## src/srpp_pkg.sv

```systemverilog
`timescale 1ns / 1ps
`default_nettype none

package srpp_pkg;

  // Characters the grammar reacts to.
  localparam logic [7:0] ChOpen  = 8'h3C;
  localparam logic [7:0] ChAt    = 8'h40;
  localparam logic [7:0] ChComma = 8'h2C;
  localparam logic [7:0] ChClose = 8'h3E;
  localparam logic [7:0] ChSpace = 8'h20;
  localparam logic [7:0] ChNul   = 8'h00;

  // Grammar position.
  localparam logic [3:0] PhLead       = 4'd0;
  localparam logic [3:0] PhOpened     = 4'd1;
  localparam logic [3:0] PhFirst      = 4'd2;
  localparam logic [3:0] PhFirstComma = 4'd3;
  localparam logic [3:0] PhRoute      = 4'd4;
  localparam logic [3:0] PhRouteComma = 4'd5;
  localparam logic [3:0] PhUser       = 4'd6;
  localparam logic [3:0] PhHostStart  = 4'd7;
  localparam logic [3:0] PhHost       = 4'd8;

  // Decision and verdict codes.
  localparam logic [1:0] DecPending  = 2'd0;
  localparam logic [1:0] DecAccepted = 2'd1;
  localparam logic [1:0] DecRejected = 2'd2;

  // Role codes.
  localparam logic [2:0] RoleDelim  = 3'd0;
  localparam logic [2:0] RoleFirst  = 3'd1;
  localparam logic [2:0] RoleRoute  = 3'd2;
  localparam logic [2:0] RoleUser   = 3'd3;
  localparam logic [2:0] RoleHost   = 3'd4;
  localparam logic [2:0] RoleIgnore = 3'd5;

  localparam int unsigned OutWidth = 8;

  typedef struct packed {
    logic [3:0] phase;
    logic [1:0] decision;
  } parse_state_t;

  typedef struct packed {
    logic [1:0] verdict;
    logic [2:0] role;
  } parse_result_t;

endpackage

`default_nettype wire

```

## src/srpp_step.sv

```systemverilog
`timescale 1ns / 1ps
`default_nettype none

// Next state and per-character result of the path grammar.
module srpp_step (
  input  logic [7:0]            ch_i,
  input  srpp_pkg::parse_state_t cur_i,
  output srpp_pkg::parse_state_t nxt_o,
  output srpp_pkg::parse_result_t res_o
);
  import srpp_pkg::*;

  logic [2:0] role;

  always_comb begin
    nxt_o = cur_i;
    role  = RoleDelim;
    res_o = '0;
    if (ch_i == ChNul) begin
      nxt_o.phase    = PhLead;
      nxt_o.decision = DecPending;
      res_o.role     = RoleDelim;
      res_o.verdict  = (cur_i.decision == DecPending) ? DecRejected : cur_i.decision;
    end else if (cur_i.decision != DecPending) begin
      res_o.role    = RoleIgnore;
      res_o.verdict = cur_i.decision;
    end else begin
      case (cur_i.phase)
        PhLead: begin
          if (ch_i == ChOpen) begin
            nxt_o.phase = PhOpened;
          end else if (ch_i != ChSpace) begin
            nxt_o.decision = DecRejected;
          end
        end
        PhOpened, PhFirstComma, PhRouteComma: begin
          if (ch_i == ChAt) begin
            // An '@' right after '<' opens the first hop; after a comma, a route host.
            nxt_o.phase = (cur_i.phase == PhOpened) ? PhFirst : PhRoute;
            role        = (cur_i.phase == PhOpened) ? RoleFirst : RoleRoute;
          end else begin
            nxt_o.phase = PhUser;
            role        = RoleUser;
          end
        end
        PhFirst: begin
          if (ch_i == ChComma) begin
            nxt_o.phase = PhFirstComma;
          end else begin
            role = RoleFirst;
          end
        end
        PhRoute: begin
          if (ch_i == ChComma) begin
            nxt_o.phase = PhRouteComma;
          end else begin
            role = RoleRoute;
          end
        end
        PhUser: begin
          if (ch_i == ChAt) begin
            nxt_o.phase = PhHostStart;
          end else begin
            role = RoleUser;
          end
        end
        PhHostStart: begin
          if (ch_i == ChClose || ch_i == ChComma) begin
            nxt_o.decision = DecRejected;
          end else begin
            nxt_o.phase = PhHost;
            role        = RoleHost;
          end
        end
        PhHost: begin
          if (ch_i == ChClose) begin
            nxt_o.decision = DecAccepted;
          end else if (ch_i == ChComma) begin
            nxt_o.decision = DecRejected;
          end else begin
            role = RoleHost;
          end
        end
        default: begin
          nxt_o.decision = DecRejected;
        end
      endcase
      // A user-name '@' in the three route-entry phases would be a delimiter, but an '@' there always opens a hop.
      if ((cur_i.phase == PhFirstComma || cur_i.phase == PhRouteComma ||
           cur_i.phase == PhOpened) && ch_i == ChAt && nxt_o.phase == PhUser) begin
        role = RoleDelim;
      end
      res_o.role    = role;
      res_o.verdict = nxt_o.decision;
    end
  end

endmodule

`default_nettype wire

```

## src/srpp_out_buf.sv

```systemverilog
`timescale 1ns / 1ps
`default_nettype none

// Two-word result buffer that lets the input side keep accepting while a
// result waits for the downstream side.
module srpp_out_buf (
  input  logic                    clk_i,
  input  logic                    rst_ni,
  input  logic                    push_i,
  input  srpp_pkg::parse_result_t data_i,
  output logic                    ready_o,
  output logic                    valid_o,
  input  logic                    pop_ready_i,
  output srpp_pkg::parse_result_t data_o
);
  import srpp_pkg::*;

  parse_result_t mem_q [2];
  logic          wr_ptr_q, wr_ptr_d;
  logic          rd_ptr_q, rd_ptr_d;
  logic [1:0]    count_q, count_d;
  logic          pop;

  assign ready_o = (count_q != 2'd2);
  assign valid_o = (count_q != 2'd0);
  assign data_o  = mem_q[rd_ptr_q];
  assign pop     = valid_o && pop_ready_i;

  always_comb begin
    wr_ptr_d = wr_ptr_q ^ push_i;
    rd_ptr_d = rd_ptr_q ^ pop;
    count_d  = count_q + {1'b0, push_i} - {1'b0, pop};
  end

  always_ff @(posedge clk_i or negedge rst_ni) begin
    if (!rst_ni) begin
      wr_ptr_q <= 1'b0;
      rd_ptr_q <= 1'b0;
      count_q  <= 2'd0;
    end else begin
      wr_ptr_q <= wr_ptr_d;
      rd_ptr_q <= rd_ptr_d;
      count_q  <= count_d;
    end
  end

  always_ff @(posedge clk_i) begin
    if (push_i) begin
      mem_q[wr_ptr_q] <= data_i;
    end
  end

endmodule

`default_nettype wire

```

## src/source_route_path_parser_top.sv

```systemverilog
`timescale 1ns / 1ps
`default_nettype none

// Streaming parser for mail paths of the form <@h1,@h2,user@host>. Each
// accepted input word carries one character, and each produces exactly one
// output word with the role of that character (0 skipped or delimiter,
// 1 first hop, 2 route host, 3 user name, 4 host name, 5 ignored after the
// verdict) and the verdict so far (0 still parsing, 1 accepted, 2 rejected).
// A zero byte ends the string, reports rejected if no verdict was reached,
// and re-arms the parser. The block takes one character per cycle: the
// grammar position and decision registers update in the cycle a word is
// accepted, and the result lands in a two-word output buffer, so input
// stalls only when two results are waiting downstream. Output valid is high
// in the cycle after an input word is accepted.
module source_route_path_parser_top (
  input  logic       clk_i,
  input  logic       rst_ni,
  input  logic       s_axis_tvalid_i,
  output logic       s_axis_tready_o,
  input  logic [7:0] s_axis_tdata_i,   // [7:0] ch
  output logic       m_axis_tvalid_o,
  input  logic       m_axis_tready_i,
  output logic [7:0] m_axis_tdata_o    // [2:0] role, [4:3] verdict, [7:5] zero
);
  import srpp_pkg::*;

  parse_state_t  state_q, state_d;
  parse_result_t step_res;
  parse_result_t buf_res;
  logic          in_fire;

  assign in_fire = s_axis_tvalid_i && s_axis_tready_o;

  // Grammar step for the character on the input bus.
  srpp_step u_step (
    .ch_i  (s_axis_tdata_i),
    .cur_i (state_q),
    .nxt_o (state_d),
    .res_o (step_res)
  );

  // The state moves only on an accepted word.
  always_ff @(posedge clk_i or negedge rst_ni) begin
    if (!rst_ni) begin
      state_q.phase    <= PhLead;
      state_q.decision <= DecPending;
    end else if (in_fire) begin
      state_q <= state_d;
    end
  end

  srpp_out_buf u_out_buf (
    .clk_i       (clk_i),
    .rst_ni      (rst_ni),
    .push_i      (in_fire),
    .data_i      (step_res),
    .ready_o     (s_axis_tready_o),
    .valid_o     (m_axis_tvalid_o),
    .pop_ready_i (m_axis_tready_i),
    .data_o      (buf_res)
  );

  assign m_axis_tdata_o = {{(OutWidth - $bits(parse_result_t)){1'b0}}, buf_res};

  // A full buffer always has a word on offer.
  a_full_has_output : assert property (@(posedge clk_i) disable iff (!rst_ni)
    !s_axis_tready_o |-> m_axis_tvalid_o)
    else $error("input stalled with no output pending");

  // A zero byte re-arms the parser.
  a_nul_rearms : assert property (@(posedge clk_i) disable iff (!rst_ni)
    (in_fire && s_axis_tdata_i == ChNul) |=>
      (state_q.phase == PhLead && state_q.decision == DecPending))
    else $error("zero byte did not re-arm the parser");

  // Results on offer carry only defined codes.
  a_codes_valid : assert property (@(posedge clk_i) disable iff (!rst_ni)
    m_axis_tvalid_o |-> (m_axis_tdata_o[4:3] <= DecRejected &&
                         m_axis_tdata_o[2:0] <= RoleIgnore))
    else $error("undefined role or verdict code");

  // Once decided, a non-zero character leaves the decision untouched.
  a_decision_sticky : assert property (@(posedge clk_i) disable iff (!rst_ni)
    (in_fire && s_axis_tdata_i != ChNul && state_q.decision != DecPending) |=>
      $stable(state_q))
    else $error("decided state changed on a non-zero character");

endmodule

`default_nettype wire

```

## config.mk

```make
export PLATFORM = sky130hd
export DESIGN_NAME = source_route_path_parser_top
export DESIGN_NICKNAME = d
export VERILOG_FILES = /design/src/srpp_pkg.sv /design/src/srpp_step.sv /design/src/srpp_out_buf.sv /design/src/source_route_path_parser_top.sv
export SDC_FILE = /design/constraint.sdc
export NUM_CORES = 1
export LEC_CHECK = 0
export BUFFER_PORTS_ARGS = -buffer_cell sky130_fd_sc_hd__buf_2
export CELL_PAD_IN_SITES_DETAIL_PLACEMENT = 1
export CELL_PAD_IN_SITES_GLOBAL_PLACEMENT = 2
export CORE_AREA = 2 2 64 66
export CTS_CLUSTER_SIZE = 20
export DETAILED_ROUTE_END_ITERATION = 7
export DIE_AREA = 0 0 66 68
export PLACE_DENSITY_LB_ADDON = 0.1
export SLEW_MARGIN = 20
export SYNTH_ARGS = -nofsm -noshare
export SYNTH_HDL_FRONTEND = slang
export SYNTH_HIERARCHICAL = 1
export SYNTH_SLANG_ARGS = --single-unit
```

## constraint.sdc

```tcl
create_clock -name clk_i -period 2.83 [get_ports clk_i]
set_input_delay 0.566 -clock clk_i [delete_from_list [all_inputs] [get_ports clk_i]]
set_output_delay 0.566 -clock clk_i [all_outputs]
set_load 0.02 [all_outputs]
```

==> impl_metrics.ini <==
[critical_path]
critPathLaunchType = input port
regToRegEndpoint = state_q[1]$_DFFE_PN0P_
cp_max_fo = 6
crit_path_end_kind = flip-flop
worstPathRequired_ns = 2.80
regToRegSetupSlack_ns = 0.90
setup.worst_path.start = s_axis_tdata_i[3]
crit_arrival_ns = 2.20
r2r_cells = 5
r2r-start = state_q[3]$_DFFE_PN0P_
critical_path_class = input port to flip-flop

[status]
status = completed

[timing]
maxSlewHeadroom_pct = 61.2
tightest_slew_ns = 0.577
final-setup-viol-count = 0
whs_ns = 0.157
rsz0062_at_grt = false
max_freq_ghz = 0.447
period_share_pct = 79.0
tns_ns = 0
drv_slew = 0
hold_viol_final = 0
finClkSkew_ns = 0.00531
period_needed_ns = 2.24

[detailed_routing]
viasPerCell = 5.50
route.antenna.remaining_nets = 0
via_count = 1100
drc = 0
first_pass_iters = 4
wirelength_mm = 3.19
wl_per_cell_um = 16.0
drt_iter0_drc = 19

[cts]
cts_num_sinks = 20
cts_buffers = 3
ctsHoldBuffers = 0
cts_tree = built
post-cts-setup-buffers = 0
htree_levels = 1
cts_resized = 0
cts_buffer_depth = 2
cts_root_buf = clkbuf_8
path_clk_slew_ns = 0.07
clk_latency_ns = 0.25

[worst_hold_path]
hold_class = input port to async pin

[yosys]
synth_seq_cells = 20
syn_avg_cell_area_um2 = 10.3
yosysWarnings = 6
synth_edf_count = 10
synth.distinct_cells = 49
seq_area_frac_synth_pct = 39.3
syn_area_mm2 = 0.00140
ys.flop_type = edfxtp_1
synthCells = 136
ys_async_sr_fraction_pct = 50.0

[floorplan]
die_h_um = 68
die_area_mm2 = 0.00449
rows = 23
fp.dieW_um = 66
initial_utilization_pct = 36.3
core_mm2 = 0.00386
ios = 22

[finish]
insertedDiodeCount = 0
drive_gt1_share_pct = 28.7
nNetsFinal = 167
syn_to_final_growth_pct = 10.3

[global_routing]
grt_pass1_vias = 1126
grt_pass1_wl_mm = 5.25
gr-total-overflow = 0
gr-usage-all-layers_pct = 15.6
grt_start_max_net_pins = 18
antenna_found_initial = 0

[pwr]
p_per_area_mw_per_mm2 = 960
p_leak_nw = 0.607
vdd_drop_max_mv = 0.230

[placed_design]
hpwl_mm = 2.50
portBuffers = 18
gp_congestion = 0.801

[run]
maxCapViolCount = 0
-- cell usage after synthesis (all sizes together) (3+ instances only) --
library cell,n,share of area (%)
nor3,5,1.8
nand3,4,1.4
xnor2,4,2.5
a21oi,3,1.1
or3,3,1.3
nor2,9,2.4
clkbuf,3,0.80
or4,3,2.1
o21ai,8,2.9
inv,8,2.1
nand2,4,1.3
nand2b,3,1.3
and2,3,1.3
dfrtp,10,18
mux2,12,11
ha,4,3.6
buf,7,4.3
edfxtp,10,21
a31oi,3,1.3
-- sequential cells by signal (all words and copies together) (netlist names) --
signal / count
u_out_buf/count_q: 2
state_q: 6
u_out_buf/mem_q: 10
u_out_buf/rd_ptr_q: 1
u_out_buf/wr_ptr_q: 1
-- routing by layer --
layer  wire, um  track usage [%]
met1       1390             18.9
met2       1690             27.9
met3         53             1.48
met4         56             7.91
met5          0                0
-- per-stage QoR --
step | worst slack, ns | instances | area, um^2 | power, W | util [%]
after floorplan | 0.533 | 138 | 1410 | 0.00112 | -
after global placement | 0.378 | 196 | 1490 | 0.00127 | 38.6
after detailed placement | 0.345 | 196 | 1490 | 0.00129 | 38.6
after CTS | 0.612 | 200 | 1540 | 0.00150 | 40.0
after global routing | 0.558 | 200 | 1540 | 0.00162 | 40.0
final | 0.594 | 200 | 1540 | 0.00148 | 40.0
-- logic make-up after synthesis --
family,count (synthesis),share of synthesized area (%)
AOI/OAI and AO/OA,28,14.0
xor gates and xnor gates,5,3.13
adders and majority gates,4,3.57
buffers and inverters,18,7.24
DFF,20,39.3
muxes,12,11.0
other,1,0.268
and+or+nand+nor,48,21.4
-- cell usage in the layout, fill, tap and decap left out, types with 2 or more instances in the layout --
| cell type | synthesis | routed |
|---|---|---|
| nor2b_1 | 2 | 2 |
| conb_1 | 1 | 3 |
| or2_2 | 2 | 2 |
| or4b_1 | 2 | 2 |
| nand2b_1 | 3 | 3 |
| nor3_1 | 5 | 5 |
| o311ai_0 | 2 | 2 |
| or4_4 | 2 | 2 |
| nand2_1 | 3 | 3 |
| nand3_1 | 4 | 4 |
| and4b_1 | 2 | 2 |
| ha_1 | 4 | 4 |
| inv_1 | 8 | 8 |
| nor2_1 | 9 | 9 |
| nand4b_1 | 2 | 2 |
| buf_2 | 0 | 18 |
| o21ai_0 | 7 | 7 |
| dfrtp_1 | 10 | 10 |
| mux2_4 | 5 | 5 |
| xnor2_1 | 4 | 4 |
| and2_1 | 3 | 3 |
| a21oi_1 | 3 | 3 |
| mux2_2 | 7 | 7 |
| clkbuf_8 | 0 | 4 |
| a31oi_1 | 3 | 3 |
| or3_1 | 3 | 3 |
| edfxtp_1 | 10 | 10 |
-- critical path, cell delays in order --
cell and delay [ns]:
buf_2 0.12, or4b_1 0.67, or4_1 0.46, a22oi_1 0.25, a211oi_1 0.13
-- worst max path at each step --
| stage | cells after the start | end |
|---|---|---|
| 2_1_floorplan | 7 | state_q[2]$_DFFE_PN0P_ |
| 3_3_place_gp | 5 | u_out_buf/mem_q[1][1]$_DFFE_PP_ |
| 3_5_place_dp | 5 | u_out_buf/mem_q[0][1]$_DFFE_PP_ |
| 4_1_cts | 5 | u_out_buf/mem_q[0][1]$_DFFE_PP_ |
| 5_1_grt | 5 | u_out_buf/mem_q[0][1]$_DFFE_PP_ |
| 6_report | 5 | u_out_buf/mem_q[1][1]$_DFFE_PP_ |
-- power breakdown --
group	switching, W	internal [W]	total, W
Sequential	0.000165	0.000420	0.000585
Combinational	0.000355	0.000331	0.000686
Clock	0.0000871	0.000124	0.000211
-- cell type report --
type / instances / area (um^2)
fillers: 461 / 2310
multi-input cells: 100 / 756
flip-flops and latches: 20 / 551
repair buffers: 18 / 90.1
well taps: 50 / 62.6
clock buffers: 4 / 55.1
inverters: 8 / 30.0
Power figures use the tool's default switching activity.
